`src/rtl/core/ehc_pkg.sv`:
```
// Shared types, codes and bit-placement functions of the SEC-DED codec.
`timescale 1ns / 1ps

package ehc_pkg;

  localparam int MAX_ORDER = 6;
  localparam int MIN_ORDER = 3;
  localparam int CW_W      = 1 << MAX_ORDER;
  localparam int DATA_W    = CW_W - MAX_ORDER - 1;
  localparam int SYN_W     = MAX_ORDER;
  localparam int ORDER_W   = 3;
  localparam int CNT_W     = 32;

  localparam logic [1:0] MODE_ENCODE = 2'd0;
  localparam logic [1:0] MODE_DECODE = 2'd1;
  localparam logic [1:0] MODE_CLEAR  = 2'd2;

  localparam logic [1:0] STATUS_OK        = 2'd0;
  localparam logic [1:0] STATUS_CORRECTED = 2'd1;
  localparam logic [1:0] STATUS_DOUBLE    = 2'd2;

  // Classified item handed from the front part to the back part.
  typedef struct packed {
    logic [1:0]        mode;
    logic [CW_W-1:0]   word;
    logic [SYN_W-1:0]  syn;
    logic              par;
  } ehc_item_t;

  function automatic logic is_pow2(input int x);
    return (x != 0) && ((x & (x - 1)) == 0);
  endfunction

  // Places data bit j (0-based) at the (j+1)-th position (1-based) that is not a power of two.
  function automatic logic [CW_W-1:0] scatter_data(input logic [DATA_W-1:0] d);
    logic [CW_W-1:0] cw;
    int              j;
    cw = '0;
    j  = 0;
    for (int i = 1; i < CW_W; i++) begin
      if (!is_pow2(i)) begin
        cw[i-1] = d[j];
        j++;
      end
    end
    return cw;
  endfunction

  function automatic logic [DATA_W-1:0] extract_data(input logic [CW_W-1:0] cw);
    logic [DATA_W-1:0] d;
    int                j;
    d = '0;
    j = 0;
    for (int i = 1; i < CW_W; i++) begin
      if (!is_pow2(i)) begin
        d[j] = cw[i-1];
        j++;
      end
    end
    return d;
  endfunction

  // Positions 1..CW_W-1 whose index has bit b set.
  function automatic logic [CW_W-1:0] syn_mask(input int b);
    logic [CW_W-1:0] msk;
    msk = '0;
    for (int i = 1; i < CW_W; i++) begin
      msk[i-1] = ((i >> b) & 1) != 0;
    end
    return msk;
  endfunction

  function automatic logic [CW_W-1:0] len_mask(input logic [ORDER_W-1:0] m);
    logic [CW_W-1:0] msk;
    case (m)
      3'd3:    msk = 64'h0000_0000_0000_00FF;
      3'd4:    msk = 64'h0000_0000_0000_FFFF;
      3'd5:    msk = 64'h0000_0000_FFFF_FFFF;
      default: msk = '1;
    endcase
    return msk;
  endfunction

  // n-1 for n = 2^m; also the mask of the low m syndrome bits.
  function automatic logic [SYN_W-1:0] last_pos(input logic [ORDER_W-1:0] m);
    logic [SYN_W:0] full;
    full = (SYN_W+1)'(1) << m;
    return SYN_W'(full - (SYN_W+1)'(1));
  endfunction

endpackage

```
`src/rtl/core/ehc_front.sv`:
```
// Front part: places data bits or masks the received word and forms syndrome and parity.
`timescale 1ns / 1ps

module ehc_front (
  input  logic [1:0]                  mode,
  input  logic [ehc_pkg::DATA_W-1:0]  data_bits,
  input  logic [ehc_pkg::CW_W-1:0]    codeword_in,
  input  logic [ehc_pkg::ORDER_W-1:0] order,
  output ehc_pkg::ehc_item_t          item
);
  import ehc_pkg::*;

  logic [CW_W-1:0]  word;
  logic [SYN_W-1:0] syn_raw;

  always_comb begin
    if (mode == MODE_ENCODE) begin
      word = scatter_data(data_bits) & len_mask(order);
    end else begin
      word = codeword_in & len_mask(order);
    end
    // Bit CW_W-1 never enters the syndrome; below full length the last bit
    // lands on syndrome bit m, which the length mask drops.
    for (int b = 0; b < SYN_W; b++) begin
      syn_raw[b] = ^(word & syn_mask(b));
    end
  end

  assign item.mode = mode;
  assign item.word = word;
  assign item.syn  = syn_raw & last_pos(order);
  assign item.par  = ^word;

endmodule

```
`src/rtl/core/ehc_queue.sv`:
```
// Two-entry item queue between the front and back parts.
`timescale 1ns / 1ps

module ehc_queue (
  input  logic               clk,
  input  logic               rst_n,
  input  logic               push,
  input  ehc_pkg::ehc_item_t push_item,
  output logic               full,
  input  logic               pop,
  output logic               not_empty,
  output ehc_pkg::ehc_item_t head_item
);
  import ehc_pkg::*;

  ehc_item_t  slot_r [2];
  logic       wr_ptr_r, wr_ptr_nxt;
  logic       rd_ptr_r, rd_ptr_nxt;
  logic [1:0] count_r, count_nxt;

  assign full      = (count_r == 2'd2);
  assign not_empty = (count_r != 2'd0);
  assign head_item = slot_r[rd_ptr_r];

  always_comb begin
    wr_ptr_nxt = wr_ptr_r ^ push;
    rd_ptr_nxt = rd_ptr_r ^ pop;
    count_nxt  = count_r + {1'b0, push} - {1'b0, pop};
  end

  always_ff @(posedge clk) begin
    if (!rst_n) begin
      wr_ptr_r <= 1'b0;
      rd_ptr_r <= 1'b0;
      count_r  <= 2'd0;
    end else begin
      wr_ptr_r <= wr_ptr_nxt;
      rd_ptr_r <= rd_ptr_nxt;
      count_r  <= count_nxt;
    end
  end

  always_ff @(posedge clk) begin
    if (push) begin
      slot_r[wr_ptr_r] <= push_item;
    end
  end

endmodule

```
`src/rtl/core/ehc_back.sv`:
```
// Back part: parity insertion, single-error correction, data extraction and counters.
`timescale 1ns / 1ps

module ehc_back (
  input  logic                        clk,
  input  logic                        rst_n,
  input  logic [ehc_pkg::ORDER_W-1:0] order,
  input  logic                        q_not_empty,
  input  ehc_pkg::ehc_item_t          q_item,
  output logic                        q_pop,
  output logic                        out_valid,
  input  logic                        out_ready,
  output logic [ehc_pkg::CW_W-1:0]    codeword_out,
  output logic [ehc_pkg::DATA_W-1:0]  data_out,
  output logic [1:0]                  status,
  output logic [ehc_pkg::SYN_W-1:0]   error_position,
  output logic [ehc_pkg::CNT_W-1:0]   corrected_count,
  output logic [ehc_pkg::CNT_W-1:0]   uncorrectable_count,
  output logic [ehc_pkg::CNT_W-1:0]   encoded_count,
  output logic [ehc_pkg::CNT_W-1:0]   decoded_count
);
  import ehc_pkg::*;

  logic              valid_r, valid_nxt;
  logic [CW_W-1:0]   cw_r, cw_nxt;
  logic [DATA_W-1:0] data_r, data_nxt;
  logic [1:0]        status_r, status_nxt;
  logic [SYN_W-1:0]  epos_r, epos_nxt;
  logic [CNT_W-1:0]  corr_r, corr_nxt;
  logic [CNT_W-1:0]  unc_r, unc_nxt;
  logic [CNT_W-1:0]  enc_r, enc_nxt;
  logic [CNT_W-1:0]  dec_r, dec_nxt;

  logic [SYN_W-1:0]  nm1;
  logic [CW_W-1:0]   enc_word;
  logic [CW_W-1:0]   dec_word;

  assign q_pop = q_not_empty && (!valid_r || out_ready);
  assign nm1   = last_pos(order);

  always_comb begin
    // Encode: the syndrome of the placed data gives the check bits directly.
    enc_word = q_item.word;
    for (int p = 0; p < SYN_W; p++) begin
      enc_word[(1 << p) - 1] = q_item.syn[p];
    end
    enc_word[nm1] = q_item.par ^ (^q_item.syn);

    valid_nxt  = valid_r && !out_ready;
    cw_nxt     = cw_r;
    data_nxt   = data_r;
    status_nxt = status_r;
    epos_nxt   = epos_r;
    corr_nxt   = corr_r;
    unc_nxt    = unc_r;
    enc_nxt    = enc_r;
    dec_nxt    = dec_r;
    dec_word   = q_item.word;

    if (q_pop) begin
      valid_nxt  = 1'b1;
      cw_nxt     = '0;
      data_nxt   = '0;
      status_nxt = STATUS_OK;
      epos_nxt   = '0;
      case (q_item.mode)
        MODE_ENCODE: begin
          cw_nxt  = enc_word;
          enc_nxt = enc_r + CNT_W'(1);
        end
        MODE_DECODE: begin
          dec_nxt = dec_r + CNT_W'(1);
          if (q_item.par) begin
            // Odd overall parity: one flipped bit; a zero syndrome points at
            // the overall-parity bit itself.
            epos_nxt   = (q_item.syn != '0) ? q_item.syn - SYN_W'(1) : nm1;
            dec_word   = q_item.word ^ (CW_W'(1) << epos_nxt);
            status_nxt = STATUS_CORRECTED;
            corr_nxt   = corr_r + CNT_W'(1);
            cw_nxt     = dec_word;
            data_nxt   = extract_data(dec_word);
          end else if (q_item.syn != '0) begin
            status_nxt = STATUS_DOUBLE;
            unc_nxt    = unc_r + CNT_W'(1);
            cw_nxt     = q_item.word;
          end else begin
            cw_nxt   = q_item.word;
            data_nxt = extract_data(q_item.word);
          end
        end
        MODE_CLEAR: begin
          corr_nxt = '0;
          unc_nxt  = '0;
          enc_nxt  = '0;
          dec_nxt  = '0;
        end
        default: begin
        end
      endcase
    end
  end

  always_ff @(posedge clk) begin
    if (!rst_n) begin
      valid_r <= 1'b0;
      corr_r  <= '0;
      unc_r   <= '0;
      enc_r   <= '0;
      dec_r   <= '0;
    end else begin
      valid_r <= valid_nxt;
      corr_r  <= corr_nxt;
      unc_r   <= unc_nxt;
      enc_r   <= enc_nxt;
      dec_r   <= dec_nxt;
    end
  end

  always_ff @(posedge clk) begin
    cw_r     <= cw_nxt;
    data_r   <= data_nxt;
    status_r <= status_nxt;
    epos_r   <= epos_nxt;
  end

  assign out_valid           = valid_r;
  assign codeword_out        = cw_r;
  assign data_out            = data_r;
  assign status              = status_r;
  assign error_position      = epos_r;
  assign corrected_count     = corr_r;
  assign uncorrectable_count = unc_r;
  assign encoded_count       = enc_r;
  assign decoded_count       = dec_r;

endmodule

```
`src/rtl/core/extended_hamming_secded_codec.sv`:
```
// Top level of the extended Hamming SEC-DED codec: order register, front, queue and back.
//
// Channel   Direction  Handshake              Carries
// in_       input      in_valid / in_ready    mode, data bits, received codeword
// out_      output     out_valid / out_ready  codeword, data, status, position, counters
// cfg_      input      cfg_valid / cfg_ready  code order m (codeword of 2^m bits)
//
// One item is taken per cycle while in_ready is high; the back part pops a queued item
// when its output register is empty or being drained and loads the result into it.
// Reset (synchronous, active low) empties the queue and output register, zeroes the
// four counters and sets the code order to 3. A stalled output fills the two-entry
// queue; in_ready falls only when it is full. The configuration port is always ready;
// the user must see that it is written only while the block is idle, which the block
// itself does not enforce.
`timescale 1ns / 1ps

module extended_hamming_secded_codec (
  input  logic                        clk,
  input  logic                        rst_n,
  input  logic                        cfg_valid,
  output logic                        cfg_ready,
  input  logic [ehc_pkg::ORDER_W-1:0] cfg_code_order,
  input  logic                        in_valid,
  output logic                        in_ready,
  input  logic [1:0]                  in_mode,
  input  logic [ehc_pkg::DATA_W-1:0]  in_data_bits,
  input  logic [ehc_pkg::CW_W-1:0]    in_codeword_in,
  output logic                        out_valid,
  input  logic                        out_ready,
  output logic [ehc_pkg::CW_W-1:0]    out_codeword_out,
  output logic [ehc_pkg::DATA_W-1:0]  out_data_out,
  output logic [1:0]                  out_status,
  output logic [ehc_pkg::SYN_W-1:0]   out_error_position,
  output logic [ehc_pkg::CNT_W-1:0]   out_corrected_count,
  output logic [ehc_pkg::CNT_W-1:0]   out_uncorrectable_count,
  output logic [ehc_pkg::CNT_W-1:0]   out_encoded_count,
  output logic [ehc_pkg::CNT_W-1:0]   out_decoded_count
);
  import ehc_pkg::*;

  logic [ORDER_W-1:0] order_r, order_nxt;
  logic [ORDER_W-1:0] eff_order;
  ehc_item_t          front_item;
  ehc_item_t          head_item;
  logic               q_full;
  logic               q_not_empty;
  logic               q_pop;
  logic               push;

  // The order register holds the raw written value; the effective order is
  // clamped into the supported range of orders three to MAX_ORDER.
  assign cfg_ready = 1'b1;
  assign order_nxt = (cfg_valid && cfg_ready) ? cfg_code_order : order_r;

  always_comb begin
    if (order_r < ORDER_W'(MIN_ORDER)) begin
      eff_order = ORDER_W'(MIN_ORDER);
    end else if (order_r > ORDER_W'(MAX_ORDER)) begin
      eff_order = ORDER_W'(MAX_ORDER);
    end else begin
      eff_order = order_r;
    end
  end

  always_ff @(posedge clk) begin
    if (!rst_n) begin
      order_r <= ORDER_W'(MIN_ORDER);
    end else begin
      order_r <= order_nxt;
    end
  end

  // Front part works straight off the input ports, so an accepted item is
  // already classified when it is written into the queue.
  assign in_ready = !q_full;
  assign push     = in_valid && in_ready;

  ehc_front u_front (
    .mode        (in_mode),
    .data_bits   (in_data_bits),
    .codeword_in (in_codeword_in),
    .order       (eff_order),
    .item        (front_item)
  );

  ehc_queue u_queue (
    .clk       (clk),
    .rst_n     (rst_n),
    .push      (push),
    .push_item (front_item),
    .full      (q_full),
    .pop       (q_pop),
    .not_empty (q_not_empty),
    .head_item (head_item)
  );

  // Back part pops whenever its output register is empty or being drained.
  ehc_back u_back (
    .clk                 (clk),
    .rst_n               (rst_n),
    .order               (eff_order),
    .q_not_empty         (q_not_empty),
    .q_item              (head_item),
    .q_pop               (q_pop),
    .out_valid           (out_valid),
    .out_ready           (out_ready),
    .codeword_out        (out_codeword_out),
    .data_out            (out_data_out),
    .status              (out_status),
    .error_position      (out_error_position),
    .corrected_count     (out_corrected_count),
    .uncorrectable_count (out_uncorrectable_count),
    .encoded_count       (out_encoded_count),
    .decoded_count       (out_decoded_count)
  );

endmodule
```
`config.mk`:
```
export PLATFORM = sky130hd
export DESIGN_NAME = extended_hamming_secded_codec
export DESIGN_NICKNAME = d
export VERILOG_FILES = /design/src/rtl/core/ehc_pkg.sv /design/src/rtl/core/ehc_front.sv /design/src/rtl/core/ehc_queue.sv /design/src/rtl/core/ehc_back.sv /design/src/rtl/core/extended_hamming_secded_codec.sv
export SDC_FILE = /design/constraint.sdc
export NUM_CORES = 1
export LEC_CHECK = 0
export BUFFER_PORTS_ARGS = -buffer_cell sky130_fd_sc_hd__buf_2
export CORE_UTILIZATION = 58
export CTS_BUF_LIST = sky130_fd_sc_hd__clkbuf_4 sky130_fd_sc_hd__clkbuf_8
export DETAILED_ROUTE_END_ITERATION = 10
export PLACE_DENSITY = 0.78
export SYNTH_ARGS = -nofsm -noshare
export SYNTH_HDL_FRONTEND = slang
export SYNTH_SLANG_ARGS = --single-unit
```
`constraint.sdc`:
```
create_clock -name clk -period 10.51 [get_ports clk]
set_input_delay 1.051 -clock clk [delete_from_list [all_inputs] [get_ports clk]]
set_output_delay 1.051 -clock clk [all_outputs]
set_load 0.05 [all_outputs]
```
Word level (Yosys, flattened, before mapping) --
Memory sizes are Yosys's and may differ from the RTL's. A register that Yosys moved wholly into a read port is not among the register bits. Index checks and enable logic that the tools add are counted.
Operators by class: multipliers 0, mux-type cells 1428, magnitude comparators 284, $add $sub $neg 173, equality and inequality tests 9, reductions and logical operators 140, div/mod/pow operators 0, shifts and indexed selects 2, bitwise operators 8
Operators with widths (number):
- 57-bit two-way mux | 387
- 32-bit two-way mux | 451
- 57-bit bitwise mux | 112
- 32-bit by 8-bit < comparator with 1-bit output, second input constant | 168
- 32-bit by 2-bit adder with 32-bit output, second input constant | 165
- 32-bit by 1-bit greater-or-equal comparator with 1-bit output, second input constant | 112
- 1-bit demux with 6-bit select | 113
- 64-bit XOR reduction | 7
- 1-bit binary-select mux with 6-bit select | 56
- 1-bit two-way mux | 294
- 64-bit two-way mux | 4
- 32-bit case mux with 2 select lines | 4
- 64-bit case mux with 3 select lines | 1
- 32-bit by 1-bit adder with 32-bit output, second input constant | 4
- 64-bit case mux with 2 select lines | 1
- 1-bit logical AND | 116
- 63-bit by 64-bit AND with 64-bit output | 1
- 64-bit AND | 1
- 64-bit bitwise mux | 1
- 1-bit by 6-bit << shifter with 64-bit output, first input constant | 1
- 64-bit bitwise XOR | 1
- 6-bit by 1-bit subtractor with 6-bit output, second input constant | 2
- 6-bit by 7-bit < comparator with 1-bit output, second input constant | 1
- 6-bit AND | 1
- other kinds (27) | 40
Word-level totals: memories 1, memory bits (writable) 146, input bits 131, word-level logic and storage cells 2059, latch bits 0, ROM bits 0, flip-flop bits (word level) 265
Memory list:
- u_queue.slot_r | depth 2, bits a word 73, read ports 1, clocked after memory_dff 1, wr ports 1, line ehc_queue.sv:16 | ehc_item_t slot_r [2];

Longest topological paths before layout --
Gate-level depths: netlist (run 1).
word-level depth 287, depth in mapped cells 15, gate-level depth less buffers 11

Modules after synthesis --
Synthesis (run 1) repeated with hierarchy kept, for this count alone.
Unflattened totals: cell total of the unflattened synthesis 2266, area total of the unflattened synthesis 22987.0 sq um
By module, submodules not included:
- ehc_back | cells an instance 1517, instances 1, area each 13641.8 sq um, sequential area each 6456.2 sq um
- ehc_queue | cells an instance 248, instances 1, area each 5856.9 sq um, sequential area each 4484.3 sq um
- ehc_front | cells an instance 484, instances 1, area each 3347.0 sq um, sequential area each 0.0 sq um
- extended_hamming_secded_codec | cells an instance 17, instances 1, area each 141.4 sq um, sequential area each 60.1 sq um

Worst setup path after synthesis (run 1) --
OpenSTA, ideal clock, no wires.
kind in2reg, start point in out_ready, end point reg u_back.corr_r[25] (netlist: u_back.corrected_count[25]), stages on the path 7, arrival 8.630 ns, required time 10.439 ns, setup time 0.071 ns, path slack 1.810 ns, cell sequence nor2b_1 nor2_1 o2111ai_1 nor2_1 nand4_1 or3_1 a21oi_1
On the way: longest elaborated chain between the ends 3
RTL lines:
- start: declaration | line extended_hamming_secded_codec.sv:29 | input logic out_ready,
- 1-bit logical OR | line ehc_back.sv:38 | assign q_pop = q_not_empty && (!valid_r || out_ready);
- 1-bit logical AND | line ehc_back.sv:38
- via q_pop | line extended_hamming_secded_codec.sv:47 | logic q_pop;
- 3-bit AND reduction (no line)
- end signal: assignment | line ehc_back.sv:112 | corr_r <= corr_nxt;
- end: declaration | line ehc_back.sv:29 | logic [CNT_W-1:0] corr_r, corr_nxt;
The timed path passes the listed nets, and every way through them passes these cells. A chain may end at the register's enable or synchronous reset.

==> results.sh, run 1 <==
export IMPL_slowest_stage="buf_4"
export IMPL_grt_pass1_wl_mm=92.7
export IMPL_grt_max_degree=122
export IMPL_die_y_um=196
export IMPL_hold_viol=0
export IMPL_clk_path_buf_depth=3
export IMPL_p_comb_share_pct=45.4
export IMPL_cts_hold_buf=0
export IMPL_peakVddDrop_mv=0.214
export IMPL_tritoncts="yes"
export IMPL_cp_arrival_ns=5.36
export IMPL_pwr_share_seq_pct=33.7
export IMPL_p_int_w=0.00384
export IMPL_via_count=17400
export IMPL_maxCapViolCount=0
export IMPL_clk_pin_slew_ns=0.07
export IMPL_syn2layout_area_growth_pct=16.8
export IMPL_die_area_sq_um=38300
export IMPL_rsz0062_at_grt="false"
export IMPL_ys_flop_type="edfxtp_1"
export IMPL_fin_nets=2615
export IMPL_crit_fanout=62
export IMPL_root_buffer="clkbuf_8"
export IMPL_synth_edff_count=275
export IMPL_finalPower_w=0.00695
export IMPL_power_switching_w=0.00312
export IMPL_clk_latency_ns=0.61
export IMPL_nFillCells=2823
export IMPL_ctsResizeCount=0
export IMPL_status="finished, final reports clean"
export IMPL_wire_per_inst_um=20.5
export IMPL_crit_type="reg2reg"
export IMPL_drc=0
export IMPL_overflow=0
export IMPL_setup_viol=0
export IMPL_worstMarginPinSlew_ns=1.11
export IMPL_ios=391
export IMPL_synth_cells=2102
export IMPL_start_util_pct=59.2
export IMPL_finalCritPeriodShare_pct=47.9
export IMPL_first_pass_iters=6
export IMPL_synth_seq_cells=412
export IMPL_worstPathRequired_ns=10.84
export IMPL_die_w_um=196
export IMPL_cts_sinks=412
export IMPL_place_congestion=0.956
export IMPL_async_flop_share_pct=0
export IMPL_holdCritPathClass="reg2reg"
export IMPL_min_period_ns=5.03
export IMPL_placementRows=70
export IMPL_finalWirelength_mm=61.3
export IMPL_synth_seq_area_share_pct=50.5
export IMPL_maxSlewViolCount=0
export IMPL_pwr_share_clk_pct=20.8
export IMPL_ant_nets=0
export IMPL_core_area_sq_um=36800
export IMPL_path_cells="buf_4 -> mux2_2 -> inv_1 -> ha_1 -> nand3_1 -> mux2i_2 -> nand2_1 -> or3_1 -> xor2_1 -> o2bb2ai_1"
export IMPL_cts_max_level=3
export IMPL_syn_area_sq_um=21800
export IMPL_slew_headroom_pct=26.0
export IMPL_n_antenna_cell=0
export IMPL_synth_cell_types=72
export IMPL_track_usage_pct=31.5
export IMPL_yosys_warnings=0
export IMPL_start_kind="flip-flop"
export IMPL_dr_first_iter_drc_count=1686
export IMPL_tns_ns=0
export IMPL_min_from="u_back.uncorrectable_count[13]"
export IMPL_dpl_hpwl_mm=44.3
export IMPL_switching_share_pct=44.8
export IMPL_p_leak_nw=9.97
export IMPL_port_buffers=389
export IMPL_antenna_found_initial=1
export IMPL_drive_gt1_share_pct=22.6
export IMPL_slowest_delay_ns=0.86
export IMPL_avgSynthCellArea_sq_um=10.4
export IMPL_timing_fmax_mhz=199
export IMPL_viasPerCell=5.83
export IMPL_end_kind="flip-flop"
export IMPL_cts_setup_buffers=0
export IMPL_power_density_nw_per_um2=273
export IMPL_fin_worst_skew_ns=0.0331
export IMPL_cts_buffers=69
export IMPL_grt_pass1_vias=16300
==> area by class of cell <==
cell class,instances,area [sq um],share of cell area (%)
Inverter,30,113,0.443
Tap cell,468,586,2.30
Clock inverter,16,110,0.433
Clock buffer,109,1320,5.19
Multi-Input combinational cell,1548,10200,40.2
Sequential cell,412,11000,43.3
Timing Repair Buffer,407,2080,8.19
==> path summary, 6_finish.rpt <==
| kind | endpoint | slack [ns] | cells past startpoint |
|---|---|---|---|
| hold reg to reg | u_back.uncorrectable_count[13] | 0.50 | 2 |
| setup reg to reg | u_back.codeword_out[6] | 5.48 | 10 |
| setup / recovery | u_back.codeword_out[6] | 5.48 | 10 |
| hold / removal | u_back.uncorrectable_count[13] | 0.50 | 2 |
==> cell usage after synthesis, types with 4 or more instances <==
| master | count | share of area (%) |
|---|---|---|
| buf_1 | 26 | 0.45 |
| a21oi_1 | 69 | 1.6 |
| a21boi_0 | 6 | 0.21 |
| edfxtp_1 | 275 | 38 |
| o31a_1 | 5 | 0.20 |
| and3_1 | 33 | 0.95 |
| clkbuf_1 | 62 | 1.1 |
| nor2_1 | 198 | 3.4 |
| o211ai_1 | 4 | 0.14 |
| o22ai_1 | 48 | 1.4 |
| buf_2 | 17 | 0.39 |
| o21ai_0 | 62 | 1.4 |
| mux2i_2 | 6 | 0.38 |
| o21ai_1 | 4 | 0.092 |
| and4_1 | 8 | 0.32 |
| nand4_1 | 32 | 0.92 |
| xnor2_1 | 166 | 6.7 |
| a32o_1 | 16 | 0.74 |
| a22o_1 | 11 | 0.44 |
| xnor3_1 | 7 | 0.72 |
| nand3_1 | 60 | 1.4 |
| o21a_1 | 7 | 0.24 |
| nand2_1 | 245 | 4.2 |
| inv_1 | 30 | 0.52 |
| and2_1 | 72 | 2.1 |
| dfxtp_1 | 137 | 13 |
| or3_1 | 31 | 0.89 |
| xor2_1 | 188 | 7.6 |
| o32ai_1 | 8 | 0.32 |
| nor2b_1 | 8 | 0.23 |
| buf_6 | 7 | 0.36 |
| mux2i_1 | 97 | 4.5 |
| nor4_1 | 7 | 0.20 |
| ha_1 | 16 | 0.92 |
| or3b_2 | 7 | 0.28 |
| o2bb2ai_1 | 20 | 0.80 |
| nand2b_1 | 5 | 0.14 |
| a211oi_1 | 6 | 0.21 |
| nor3_1 | 46 | 1.1 |
==> routing by layer <==
metal	track usage, %	routed length [um]	vias up
li1	-	-	8129
met1	43.5	25700	8245
met2	49.5	28000	922
met3	6.41	5660	125
met4	11.1	1930	2
met5	0	7	-
==> worst max-delay path: cells and delay by family (launching register included) <==
family | cells | cell delay [ns]
flip-flops | 1 | 0.54
adder cells (fa/ha/maj) | 1 | 0.28
XOR/XNOR | 1 | 0.15
AND/OR/NAND/NOR | 3 | 1.65
multiplexers | 2 | 1.01
buffers and inverters | 2 | 0.96
AO/OA/AOI/OAI | 1 | 0.14
==> state kept, by name (all words and copies together), names as in the netlist, named ones only <==
signal and flops:
order_r 3, u_back.codeword_out 64, u_back.corrected_count 32, u_back.data_out 57, u_back.decoded_count 32, u_back.encoded_count 32
u_back.error_position 6, u_back.out_valid 1, u_back.status 2, u_back.uncorrectable_count 32, u_queue.count_r 2, u_queue.rd_ptr_r 1
u_queue.slot_r 146, u_queue.wr_ptr_r 1
==> power by group through the flow <==
stage | logic, W | registers, W | clock network [W]
after global placement | 0.00308 | 0.00237 | 0
after floorplan | 0.00144 | 0.00325 | 0
final | 0.00316 | 0.00235 | 0.00145
after detailed placement | 0.00311 | 0.00238 | 0
after global routing | 0.00331 | 0.00238 | 0.00154
after CTS | 0.00312 | 0.00235 | 0.00147
==> kinds of logic (layout without fill, tap and decap cells) <==
group | after synthesis | in the layout | share of synthesized area, %
xor+xnor | 364 | 364 | 15.2
buf+inv | 144 | 562 | 2.86
mux | 107 | 107 | 5.10
other cells | 1 | 3 | 0.0172
compound gates | 288 | 288 | 8.69
simple gates | 770 | 770 | 16.7
fa+ha+maj | 16 | 16 | 0.919
flops | 412 | 412 | 50.5
==> layout by cell type (no fill, tap or decap), types with 29 or more instances in the layout <==
master	Yosys	layout
and2_1	72	72
xnor2_1	166	166
inv_1	30	30
mux2i_1	97	96
xor2_1	188	188
nor2_1	198	196
and3_1	33	33
nand2_1	245	245
buf_2	17	389
dfxtp_1	137	136
edfxtp_1	275	275
clkbuf_8	0	80
nor3_1	46	46
or3_1	31	31
a21oi_1	69	69
clkbuf_4	0	29
o22ai_1	48	48
o21ai_0	62	62
nand3_1	60	60
nand4_1	32	32
==> through the flow <==
step	cells	area (sq um)	hold slack [ns]	worst slack (ns)	utilization, %
after global routing	2990	25400	0.533	5.17	69.1
after detailed placement	2865	24000	0.490	5.53	65.3
after floorplan	2104	21800	0.465	1.81	-
final	2990	25400	0.504	5.48	69.1
after global placement	2865	24000	0.463	5.65	65.3
after CTS	2990	25400	0.503	5.54	69.1
(Power assumes the default switching activity.)
==> inputs of run 2 (changes only) <==
- CORE_UTILIZATION: 58 -> 53
- PLACE_DENSITY: 0.78 -> 0.75
- clock period: 10.51 -> 4.1 ns (I/O delays scaled with it)
==> run 2 against run 1 <==
Clock power grew to 2.8 times the previous value. Combinational power grew to 2.6 times the previous value. Via count up 0.88%. Die area rose by 9.3%. Hold slack got worse by 0.44 ns. Fmax increased by 35%. Final area rose by 2.0%. Largest power group unchanged.
==> results.sh, run 2 (synthesized netlist as in run 1, its figures left out) <==
export IMPL_clk_pin_slew_ns=0.06
export IMPL_track_usage_pct=29.9
export IMPL_hold_viol=0
export IMPL_slew_headroom_pct=19.0
export IMPL_end_kind="flip-flop"
export IMPL_power_density_nw_per_um2=709
export IMPL_grt_pass1_wl_mm=94.8
export IMPL_final_cell_mix="389 x buf_2, 275 x edfxtp_1, 245 x nand2_1"
export IMPL_worstPathRequired_ns=4.48
export IMPL_die_y_um=205
export IMPL_pwr_share_clk_pct=22.0
export IMPL_crit_type="reg2reg"
export IMPL_tns_ns=0
export IMPL_finalWirelength_mm=63.8
export IMPL_start_util_pct=54.3
export IMPL_cts_sinks=412
export IMPL_crit_path_end="u_back.codeword_out[3]"
export IMPL_port_buffers=389
export IMPL_peakVddDrop_mv=0.519
export IMPL_p_comb_share_pct=45.2
export IMPL_n_antenna_cell=0
export IMPL_ant_nets=0
export IMPL_die_area_sq_um=41900
export IMPL_status="finished, final reports clean"
export IMPL_rsz0062_at_grt="false"
export IMPL_pwr_share_seq_pct=32.8
export IMPL_dpl_hpwl_mm=47.4
export IMPL_place_area_sq_um=24400
export IMPL_timing_fmax_mhz=268
export IMPL_first_pass_iters=6
export IMPL_maxCapViolCount=0
export IMPL_r2r_slack_ns=0.37
export IMPL_fin_nets=2653
export IMPL_setup_viol=0
export IMPL_cts_max_level=3
export IMPL_grt_pass1_vias=16400
export IMPL_place_ws_ns=0.442
export IMPL_regMostFlops="u_queue.slot_r"
export IMPL_maxSlewViolCount=0
export IMPL_core_area_sq_um=40100
export IMPL_root_buffer="clkbuf_8"
export IMPL_finalCritPeriodShare_pct=90.9
export IMPL_clk_path_buf_depth=3
export IMPL_fin_area_sq_um=25900
export IMPL_grt_max_degree=132
export IMPL_drc=0
export IMPL_rr_worst_depth=9
export IMPL_worstMarginPinSlew_ns=1.21
export IMPL_layout_commonest_cell="buf_2"
export IMPL_p_leak_nw=10.2
export IMPL_cp_arrival_ns=4.10
export IMPL_crit_fanout=20
export IMPL_clk_latency_ns=0.64
export IMPL_largest_register_ffs=146
export IMPL_syn2layout_area_growth_pct=19.1
export IMPL_antenna_found_initial=1
export IMPL_overflow=0
export IMPL_ctsResizeCount=0
export IMPL_die_w_um=205
export IMPL_setup_ws_ns=0.375
export IMPL_switching_share_pct=44.5
export IMPL_min_period_ns=3.73
export IMPL_ios=391
export IMPL_wire_per_inst_um=20.7
export IMPL_viasPerCell=5.70
export IMPL_place_congestion=0.962
export IMPL_tritoncts="yes"
export IMPL_hold_worst_slack_ns=0.0639
export IMPL_drive_gt1_share_pct=23.6
export IMPL_final_util_pct=64.7
export IMPL_r2r_end="u_back.codeword_out[3]"
export IMPL_placementRows=73
export IMPL_via_count=17600
export IMPL_holdCritPathClass="in2reg"
export IMPL_start_kind="flip-flop"
export IMPL_fin_worst_skew_ns=0.0334
export IMPL_dr_first_iter_drc_count=1677
export IMPL_p_int_w=0.0102
export IMPL_cts_buffers=70
export IMPL_power_switching_w=0.00818
==> run 2: cell types whose count changed in the layout (fill, tap and decap cells not counted), sizes merged <==
cell,previous run,this run
clkinv,10,12
bufinv,1,7
buf,407,442
clkbuf,109,98
clkinvlp,3,4
inv,32,34
dlygate4sd3,0,2
==> run 2: worst max-delay path, stage by stage, from the launching register on <==
cell and delay, ns:
dfxtp_4 0.54, mux2_2 0.28, inv_1 0.09, ha_1 0.28
and3_1 0.35, or3_1 0.46, o32a_1 0.38, or2_0 0.39
or3_1 0.43, a32o_1 0.25
==> run 2: area by class of cell <==
| cell class | count | area (sq um) |
|---|---|---|
| fill | 3244 | 14200 |
| clock inverter | 27 | 327 |
| multi-input combinational | 1548 | 10200 |
| sequential | 412 | 11000 |
| inverter | 30 | 113 |
| tap | 525 | 657 |
| clock buffer | 98 | 1210 |
| timing repair buffer | 444 | 2400 |
==> run 2: worst min path at each step <==
stage | from | end | slack, ns | cells past startpoint
2_1_floorplan | order_r[0] | order_r[0] | 0.47 | 2
3_3_place_gp | u_back.corrected_count[31] | u_back.corrected_count[31] | 0.47 | 2
3_5_place_dp | u_back.uncorrectable_count[15] | u_back.uncorrectable_count[15] | 0.49 | 2
4_1_cts | in_mode[1] | u_queue.slot_r[0][72] | 0.008 | 1
5_1_grt | in_mode[1] | u_queue.slot_r[0][72] | 0.04 | 1
6_report | in_mode[1] | u_queue.slot_r[0][72] | 0.06 | 1
==> run 2: through the flow <==
step	total power, W	cells
2_1_floorplan	0.0119	2104
3_3_place_gp	0.0142	2957
3_5_place_dp	0.0143	2957
4_1_cts	0.0184	3084
5_1_grt	0.0191	3084
6_report	0.0184	3084
==> run 2: routing by layer <==
metal	up-vias	global-route usage, %	share of wire [%]
li1	8221	-	-
met1	8443	42.1	43
met2	811	45.7	45
met3	100	5.84	9.1
met4	2	11.0	2.8
met5	-	0	0.020
==> run 2: power by group through the flow <==
stage               combinational [W]  clock [W]  sequential (W)
global placement              0.00814          0         0.00610
global route                  0.00873    0.00428         0.00611
finish                        0.00832    0.00404         0.00603
floorplan                     0.00370          0         0.00823
CTS                           0.00823    0.00410         0.00604
detailed placement            0.00821          0         0.00612
==> run 2: what timing repair did <==
item,in CTS,in global routing
buffers inserted,0,0
endpoints found under the hold margin,2,0
hold buffers,2,0
